$ cat src/sv/lpr_pkg.sv
// -----------------------------------------------------------------------------
// lpr_pkg
// Shared types and constants for the line pixel rasterizer: the request and
// response payloads and the segment descriptor passed from front to back.
// -----------------------------------------------------------------------------
package lpr_pkg;

   // Width of every coordinate field on the ports
   localparam int COORD_W = 6;
   // Default number of coordinate bits actually used
   localparam int COORD_BITS_DEF = 6;
   // Width of the colour field
   localparam int COLOUR_W = 32;
   // Entries in the descriptor queue (power of two)
   localparam int QUEUE_DEPTH = 2;

   typedef struct packed {
      logic [COORD_W-1:0]  start_x;
      logic [COORD_W-1:0]  start_y;
      logic [COORD_W-1:0]  end_x;
      logic [COORD_W-1:0]  end_y;
      logic [COLOUR_W-1:0] pixel_colour;
   } req_type;

   typedef struct packed {
      logic [COORD_W-1:0]  pixel_x;
      logic [COORD_W-1:0]  pixel_y;
      logic [COLOUR_W-1:0] colour_out;
      logic                last_pixel;
   } rsp_type;

   // Classified segment: start point, deltas along the major and minor axes,
   // axis choice and step directions.
   typedef struct packed {
      logic [COORD_W-1:0]  x0;
      logic [COORD_W-1:0]  y0;
      logic [COORD_W-1:0]  major;
      logic [COORD_W-1:0]  minor;
      logic                x_major;
      logic                major_neg;
      logic                minor_neg;
      logic [COLOUR_W-1:0] colour;
   } desc_type;

endpackage

$ cat src/sv/lpr_front.sv
// -----------------------------------------------------------------------------
// lpr_front
// Accepts segments and classifies them: absolute deltas, major axis and step
// directions, pushed as one descriptor into the queue.
// -----------------------------------------------------------------------------
module lpr_front #(
   parameter int COORD_BITS = lpr_pkg::COORD_BITS_DEF
) (
   input  logic              clock,
   input  logic              reset,
   input  logic              req_valid,
   output logic              req_stall,
   input  lpr_pkg::req_type  req_data,
   input  logic              q_full,
   output logic              q_push,
   output lpr_pkg::desc_type q_desc
);

   logic [COORD_BITS-1:0] xs, ys, xe, ye;
   logic [COORD_BITS-1:0] adx, ady;
   logic                  x_neg, y_neg, x_major;

   // Keep only the low coordinate bits
   assign xs = req_data.start_x[COORD_BITS-1:0];
   assign ys = req_data.start_y[COORD_BITS-1:0];
   assign xe = req_data.end_x[COORD_BITS-1:0];
   assign ye = req_data.end_y[COORD_BITS-1:0];

   assign x_neg = (xe < xs);
   assign y_neg = (ye < ys);
   assign adx   = x_neg ? (xs - xe) : (xe - xs);
   assign ady   = y_neg ? (ys - ye) : (ye - ys);
   // Equal deltas walk along y
   assign x_major = (ady < adx);

   assign req_stall = q_full;
   assign q_push    = req_valid && !q_full;

   always_comb begin
      q_desc           = '0;
      q_desc.x0        = lpr_pkg::COORD_W'(xs);
      q_desc.y0        = lpr_pkg::COORD_W'(ys);
      q_desc.major     = lpr_pkg::COORD_W'(x_major ? adx : ady);
      q_desc.minor     = lpr_pkg::COORD_W'(x_major ? ady : adx);
      q_desc.x_major   = x_major;
      q_desc.major_neg = x_major ? x_neg : y_neg;
      q_desc.minor_neg = x_major ? y_neg : x_neg;
      q_desc.colour    = req_data.pixel_colour;
   end

   // A stalled segment must not enter the queue
   a_no_push_on_stall: assert property (@(posedge clock) disable iff (reset)
      req_stall |-> !q_push)
      else $error("push while stalled");

endmodule

$ cat src/sv/lpr_queue.sv
// -----------------------------------------------------------------------------
// lpr_queue
// Short descriptor queue between the front and the walker.
// -----------------------------------------------------------------------------
module lpr_queue (
   input  logic              clock,
   input  logic              reset,
   input  logic              push,
   input  lpr_pkg::desc_type push_desc,
   output logic              full,
   input  logic              pop,
   output logic              valid,
   output lpr_pkg::desc_type pop_desc
);

   localparam int PTR_W = (lpr_pkg::QUEUE_DEPTH > 1) ? $clog2(lpr_pkg::QUEUE_DEPTH) : 1;
   localparam int CNT_W = $clog2(lpr_pkg::QUEUE_DEPTH + 1);

   lpr_pkg::desc_type mem_ff [lpr_pkg::QUEUE_DEPTH];
   logic [PTR_W-1:0]  wr_ptr_ff, wr_ptr_in;
   logic [PTR_W-1:0]  rd_ptr_ff, rd_ptr_in;
   logic [CNT_W-1:0]  count_ff, count_in;

   assign full     = (count_ff == CNT_W'(lpr_pkg::QUEUE_DEPTH));
   assign valid    = (count_ff != '0);
   assign pop_desc = mem_ff[rd_ptr_ff];

   always_comb begin
      wr_ptr_in = wr_ptr_ff;
      rd_ptr_in = rd_ptr_ff;
      count_in  = count_ff;
      if (push) begin
         wr_ptr_in = wr_ptr_ff + 1'b1;
      end
      if (pop) begin
         rd_ptr_in = rd_ptr_ff + 1'b1;
      end
      if (push && !pop) begin
         count_in = count_ff + 1'b1;
      end else if (pop && !push) begin
         count_in = count_ff - 1'b1;
      end
   end

   always_ff @(posedge clock) begin
      if (reset) begin
         wr_ptr_ff <= '0;
         rd_ptr_ff <= '0;
         count_ff  <= '0;
      end else begin
         wr_ptr_ff <= wr_ptr_in;
         rd_ptr_ff <= rd_ptr_in;
         count_ff  <= count_in;
      end
   end

   always_ff @(posedge clock) begin
      if (push) begin
         mem_ff[wr_ptr_ff] <= push_desc;
      end
   end

   a_count_bound: assert property (@(posedge clock) disable iff (reset)
      count_ff <= CNT_W'(lpr_pkg::QUEUE_DEPTH))
      else $error("queue count over depth");

   a_no_pop_empty: assert property (@(posedge clock) disable iff (reset)
      pop |-> valid)
      else $error("pop from empty queue");

endmodule

$ cat src/sv/lpr_walk.sv
// -----------------------------------------------------------------------------
// lpr_walk
// Bresenham walker: loads one descriptor, then, unless stalled, steps one pixel
// per cycle into the response register until the end pixel has been sent.
// -----------------------------------------------------------------------------
module lpr_walk #(
   parameter int COORD_BITS = lpr_pkg::COORD_BITS_DEF
) (
   input  logic              clock,
   input  logic              reset,
   input  logic              q_valid,
   input  lpr_pkg::desc_type q_desc,
   output logic              q_pop,
   output logic              rsp_valid,
   input  logic              rsp_stall,
   output lpr_pkg::rsp_type  rsp_data
);

   logic                         busy_ff, busy_in;
   logic [COORD_BITS-1:0]        x_ff, x_in, y_ff, y_in;
   logic [COORD_BITS:0]          acc_ff, acc_in;
   logic [COORD_BITS-1:0]        left_ff, left_in;
   logic [COORD_BITS-1:0]        major_ff, minor_ff;
   logic                         x_major_ff, major_neg_ff, minor_neg_ff;
   logic [lpr_pkg::COLOUR_W-1:0] colour_ff;
   logic                         rsp_valid_ff, rsp_valid_in;
   lpr_pkg::rsp_type             rsp_data_ff, rsp_data_in;

   logic                         can_emit, emit, last;
   logic [COORD_BITS:0]          acc_sum;
   logic                         minor_step, x_step, y_step, x_neg, y_neg;

   assign can_emit = !rsp_valid_ff || !rsp_stall;
   assign emit     = busy_ff && can_emit;
   assign last     = (left_ff == '0);
   assign q_pop    = !busy_ff && q_valid;

   assign acc_sum    = acc_ff + (COORD_BITS+1)'(minor_ff);
   assign minor_step = (acc_sum > {1'b0, major_ff});
   assign x_step     = x_major_ff || minor_step;
   assign y_step     = !x_major_ff || minor_step;
   assign x_neg      = x_major_ff ? major_neg_ff : minor_neg_ff;
   assign y_neg      = x_major_ff ? minor_neg_ff : major_neg_ff;

   always_comb begin
      busy_in      = busy_ff;
      x_in         = x_ff;
      y_in         = y_ff;
      acc_in       = acc_ff;
      left_in      = left_ff;
      rsp_valid_in = rsp_valid_ff;
      rsp_data_in  = rsp_data_ff;
      if (can_emit) begin
         rsp_valid_in = busy_ff;
      end
      if (emit) begin
         rsp_data_in.pixel_x    = lpr_pkg::COORD_W'(x_ff);
         rsp_data_in.pixel_y    = lpr_pkg::COORD_W'(y_ff);
         rsp_data_in.colour_out = colour_ff;
         rsp_data_in.last_pixel = last;
         if (last) begin
            busy_in = 1'b0;
         end else begin
            // Advance along the major axis, step the minor axis on overflow
            acc_in  = minor_step ? (acc_sum - {1'b0, major_ff}) : acc_sum;
            left_in = left_ff - 1'b1;
            if (x_step) begin
               x_in = x_neg ? (x_ff - 1'b1) : (x_ff + 1'b1);
            end
            if (y_step) begin
               y_in = y_neg ? (y_ff - 1'b1) : (y_ff + 1'b1);
            end
         end
      end
      if (q_pop) begin
         busy_in = 1'b1;
         x_in    = q_desc.x0[COORD_BITS-1:0];
         y_in    = q_desc.y0[COORD_BITS-1:0];
         acc_in  = (COORD_BITS+1)'(q_desc.major[COORD_BITS-1:1]);
         left_in = q_desc.major[COORD_BITS-1:0];
      end
   end

   always_ff @(posedge clock) begin
      if (reset) begin
         busy_ff      <= 1'b0;
         rsp_valid_ff <= 1'b0;
      end else begin
         busy_ff      <= busy_in;
         rsp_valid_ff <= rsp_valid_in;
      end
   end

   always_ff @(posedge clock) begin
      x_ff        <= x_in;
      y_ff        <= y_in;
      acc_ff      <= acc_in;
      left_ff     <= left_in;
      rsp_data_ff <= rsp_data_in;
      if (q_pop) begin
         major_ff     <= q_desc.major[COORD_BITS-1:0];
         minor_ff     <= q_desc.minor[COORD_BITS-1:0];
         x_major_ff   <= q_desc.x_major;
         major_neg_ff <= q_desc.major_neg;
         minor_neg_ff <= q_desc.minor_neg;
         colour_ff    <= q_desc.colour;
      end
   end

   assign rsp_valid = rsp_valid_ff;
   assign rsp_data  = rsp_data_ff;

   a_acc_bound: assert property (@(posedge clock) disable iff (reset)
      busy_ff |-> (acc_ff <= {1'b0, major_ff}))
      else $error("error accumulator above major delta");

   a_last_ends_walk: assert property (@(posedge clock) disable iff (reset)
      (emit && last) |=> (!busy_ff && rsp_valid_ff && rsp_data_ff.last_pixel))
      else $error("walk did not end on the end pixel");

endmodule

$ cat src/sv/line_pixel_rasterizer.sv
// -----------------------------------------------------------------------------
// line_pixel_rasterizer
// Bresenham line walker: one segment in, its pixels out from start to end.
// -----------------------------------------------------------------------------
// A transferred segment passes the descriptor queue, the walker's load and the
//   response register before its first pixel is valid on rsp.
// Throughput: one pixel per cycle while rsp_stall is low; a segment is one
//   descriptor load, then its pixels, and the next loads once the walker idles.
// Reset clears the descriptor queue, the walker and the response valid.
// -----------------------------------------------------------------------------
module line_pixel_rasterizer #(
   parameter int COORD_BITS = lpr_pkg::COORD_BITS_DEF
) (
   input  logic             clock,
   input  logic             reset,
   // segment channel
   input  logic             req_valid,
   output logic             req_stall,
   input  lpr_pkg::req_type req_data,
   // pixel channel
   output logic             rsp_valid,
   input  logic             rsp_stall,
   output lpr_pkg::rsp_type rsp_data
);

   // Front to queue
   logic              q_push;
   logic              q_full;
   lpr_pkg::desc_type push_desc;
   // Queue to walker
   logic              q_pop;
   logic              q_valid;
   lpr_pkg::desc_type pop_desc;

   // Classify each segment as it is transferred; stall only when the queue
   // is full, so a new segment can be taken while the walker is drawing.
   lpr_front #(
      .COORD_BITS (COORD_BITS)
   ) u_front (
      .clock     (clock),
      .reset     (reset),
      .req_valid (req_valid),
      .req_stall (req_stall),
      .req_data  (req_data),
      .q_full    (q_full),
      .q_push    (q_push),
      .q_desc    (push_desc)
   );

   // Hold classified segments until the walker is free
   lpr_queue u_queue (
      .clock     (clock),
      .reset     (reset),
      .push      (q_push),
      .push_desc (push_desc),
      .full      (q_full),
      .pop       (q_pop),
      .valid     (q_valid),
      .pop_desc  (pop_desc)
   );

   // Walk one segment, one pixel per response transfer; the response register
   // frees the walker from the consumer for one pixel.
   lpr_walk #(
      .COORD_BITS (COORD_BITS)
   ) u_walk (
      .clock     (clock),
      .reset     (reset),
      .q_valid   (q_valid),
      .q_desc    (pop_desc),
      .q_pop     (q_pop),
      .rsp_valid (rsp_valid),
      .rsp_stall (rsp_stall),
      .rsp_data  (rsp_data)
   );

endmodule

$ cat config.mk
export PLATFORM = sky130hd
export DESIGN_NAME = line_pixel_rasterizer
export DESIGN_NICKNAME = d
export VERILOG_FILES = /design/src/sv/lpr_pkg.sv /design/src/sv/lpr_front.sv /design/src/sv/lpr_queue.sv /design/src/sv/lpr_walk.sv /design/src/sv/line_pixel_rasterizer.sv
export SDC_FILE = /design/constraint.sdc
export NUM_CORES = 1
export LEC_CHECK = 0
export ABC_AREA = 1
export BUFFER_PORTS_ARGS = -buffer_cell sky130_fd_sc_hd__buf_2
export CAP_MARGIN = 20
export CORE_UTILIZATION = 48
export CTS_BUF_LIST = sky130_fd_sc_hd__clkbuf_16
export DETAILED_ROUTE_END_ITERATION = 16
export GPL_TIMING_DRIVEN = 0
export MAX_ROUTING_LAYER = met4
export PLACE_DENSITY = 0.71
export SYNTH_ARGS = -nofsm -noshare
export SYNTH_HDL_FRONTEND = slang
export SYNTH_SLANG_ARGS = --single-unit
$ cat constraint.sdc
create_clock -name clock -period 5.46 [get_ports clock]
set_input_delay 1.365 -clock clock [delete_from_list [all_inputs] [get_ports clock]]
set_output_delay 1.365 -clock clock [all_outputs]
set_load 0.01 [all_outputs]
==> impl_metrics.toml <==
[power]
seq_power_share_pct = 38.0
p_clk_share_pct = 19.8
p_switching_mw = 3.13
total_power_mw = 8.43
internal_mw = 5.30
power.switching_fraction_pct = 37.2
power.density_mw_per_mm2 = 664
worst_ir_drop_vdd_mv = 0.296
combinationalPowerShare_pct = 42.2
total_leakage_power_nw = 5.45

[cells_and_area]
postLayoutCoreUtil_pct = 57.8
layout-drive-gt1-share_pct = 17.6
layout.nets = 1181
final_cells = 1360
antennaDiodeCount = 0
nFillCells = 1758
stdcell_area_sq_mm = 0.0127
flow.area_growth_from_synthesis_pct = 17.1

[logic_synthesis]
synth_seq_area_share_pct = 66.2
synthDominantCellAreaShare_pct = 64.5
synthDominantAreaCellType = "sky130_fd_sc_hd__edfxtp_1"
post_synth_num_cell_types = 42
syn_nets = 1044
number_of_instances_in_the_synthesized_netlist = 926
synth_edf_count = 233
yosysMostFrequentCell = "sky130_fd_sc_hd__nand2_1"
yosys_warnings = 0
asyncSetResetFlopFracSynth_pct = 0
synth.avg_cell_area_sq_um = 11.7
ys_seq_elements = 242
synth_top_area_cells = "sky130_fd_sc_hd__edfxtp_1, sky130_fd_sc_hd__nand2_1, sky130_fd_sc_hd__ha_1"
post_synth_instance_area_sq_mm = 0.0108
synth_common_cells = "sky130_fd_sc_hd__nand2_1, sky130_fd_sc_hd__edfxtp_1, sky130_fd_sc_hd__inv_1, sky130_fd_sc_hd__ha_1, sky130_fd_sc_hd__nand3_1"
main_synth_ff_type = "sky130_fd_sc_hd__edfxtp_1"

[setup_path]
cpPeakStageDelay_ns = 0.41
endpoint_kind = "flop"
cp.arrival_ns = 4.12
worstPathCellList = "buf_2 > inv_1 > ha_1 > inv_1 > fa_1 > nand3_2 > nand2_1 > a21o_1 > nand2_1 > nand2_2 > nand2_1 > nand2_1 > ha_1 > nand2_1 > nor2_1 > o21ai_2 > nand2_2 > inv_1 > buf_6 > nand3_1 > nand2_1"
cp_data_required_time_ns = 5.70
critical_path.max_fanout = 11
worstSetupStartpointType = "input port"
cpLargestDelayFamily = "simple AND/OR/NAND/NOR gates"
path_buf_inv = 5
category_of_the_critical_setup_timing_path = "input port to flop"
crit_path_frequent_cell = "sky130_fd_sc_hd__nand2_1"
crit_slowest_cell = "sky130_fd_sc_hd__fa_1"

[placed_design]
gp_routability_congestion = 0.910
buffer_ports.inserted = 106
placed_cells_incl_taps = 1318
detailedPlace.worstSlack_ns = 1.11
placedInstanceArea_sq_mm = 0.0119
detailedPlacementHpwl_microns = 14400

[sta]
final_hold_slack_ns = 0.416
fmax_ghz = 0.258
worst_slack_ns = 1.58
rsz0062_at_grt = "no"
timing.clock.skew_ns = 0.0159
final.setup.tns_ns = 0
final_hold_viol_count = 0
report.final.slew_viol_count = 0
min_period_over_period_pct = 71.0
tightest_slew_ns = 0.933
worst_slew_margin_rel_pct = 37.7
timing.final.crit_period_ns = 3.88
report.final.setup_viol = 0

[floorplanning]
core-area_sq_mm = 0.0220
initial_util_pct = 49.4
placement_rows = 54
io-pin-count = 107
die_width_microns = 152
die_height_microns = 152
die_area_sq_mm = 0.0232

[clocking]
cts_buffers = 23
cts_max_path_bufs = 3
worst_skew_pair.late_latency_ns = 0.52
cts_hold_buf = 0
clk_pin_slew_ns = 0.06
cts_resized = 0
cts_tree = "built"
clk_tree_root_cell = "sky130_fd_sc_hd__clkbuf_16"
clock_sink_count = 242
post_cts_buffers = 0
htree_levels = 1

[run_status]
outcome = "finished, violations left"
failed_checks = "design-rule violations"

[route]
wirelength_microns = 20200
detail_route.vias_per_cell = 5.00
routed_wire_length_per_instance_microns = 14.8
number_of_search_and_repair_iterations_in_the_first_detailed_routing_pass = 11
total_number_of_vias = 6796
number_of_remaining_drc_errors = 5
drt_iter0_drc = 394
drt.antenna.violating_nets = 0

[global_route]
pin_count_of_the_biggest_net_entering_global_routing = 32
number_of_antenna_violations_at_the_first_check_in_global_routing = 0
vias_in_the_first_global_route = 6585
global_route.overflow_total = 0
grt_use_total_pct = 18.3
grt_first_pass_wirelength_microns = 32700

[run]
timing.max_cap.violations = 0

[hold_path]
hold_path.class = "flop to flop"
[layout by cell type (no fill, tap or decap), types with 19 or more instances in the layout]
master	n
sky130_fd_sc_hd__edfxtp_1	233
sky130_fd_sc_hd__clkbuf_16	23
sky130_fd_sc_hd__nor2_1	31
sky130_fd_sc_hd__inv_1	96
sky130_fd_sc_hd__o21ai_0	19
sky130_fd_sc_hd__nand2_1	296
sky130_fd_sc_hd__a21oi_1	26
sky130_fd_sc_hd__buf_2	114
sky130_fd_sc_hd__nand3_1	37
sky130_fd_sc_hd__ha_1	50
[state kept, by name, summed over array words and instances, names as in the netlist, 2 cells and up, named ones only]
register / flops
u_queue.mem_ff: 118
u_walk.rsp_data: 45
u_walk.minor_ff: 6
u_walk.major_ff: 6
u_walk.y_ff: 6
u_queue.count_ff: 2
u_walk.acc_ff: 7
u_walk.left_ff: 6
u_walk.x_ff: 6
u_walk.colour_ff: 32
[path summary, 6_finish.rpt]
path | from | end | slack, ns | cells after the start
worst max register to register | u_walk.minor_ff[0] | u_walk.y_ff[4] | 2.19 | 17
worst min-delay path | u_walk.colour_ff[0] | u_walk.rsp_data[1] | 0.42 | 0
worst max-delay path | req_data[38] | u_queue.mem_ff[0][44] | 1.58 | 21
worst min register to register | u_walk.colour_ff[0] | u_walk.rsp_data[1] | 0.42 | 0
[kinds of logic after synthesis]
kind of cell | after synthesis | share of synthesized area, %
buf+inv | 118 | 4.46
flops | 242 | 66.2
compound gates | 84 | 4.86
simple gates | 394 | 14.8
xor+xnor | 30 | 2.42
fa+ha+maj | 58 | 7.24
[layer usage]
metal	routed length, microns	global-route usage (%)
met5	0	-
met4	261	3.84
met3	1030	2.16
met2	10500	33.5
met1	8370	21.7
[layout make-up]
cell class	count	area, sq um	share of cell area [%]
multi-input combinational	566	3210	25.3
inverter	94	353	2.78
clock buffer	23	576	4.53
buffer	24	131	1.03
timing repair buffer	112	673	5.30
sequential	242	7180	56.5
tap	280	350	2.76
clock inverter	19	229	1.80
[power groups by stage]
stage	Sequential (mW)	Clock, mW	Combinational (mW)
final	3.20	1.67	3.56
after global routing	3.26	1.77	4.07
after CTS	3.21	1.70	3.59
after detailed placement	3.24	0	3.53
after global placement	3.25	0	3.38
after floorplan	3.25	0	2.56
No activity file was read; power rests on OpenSTA's default activity.
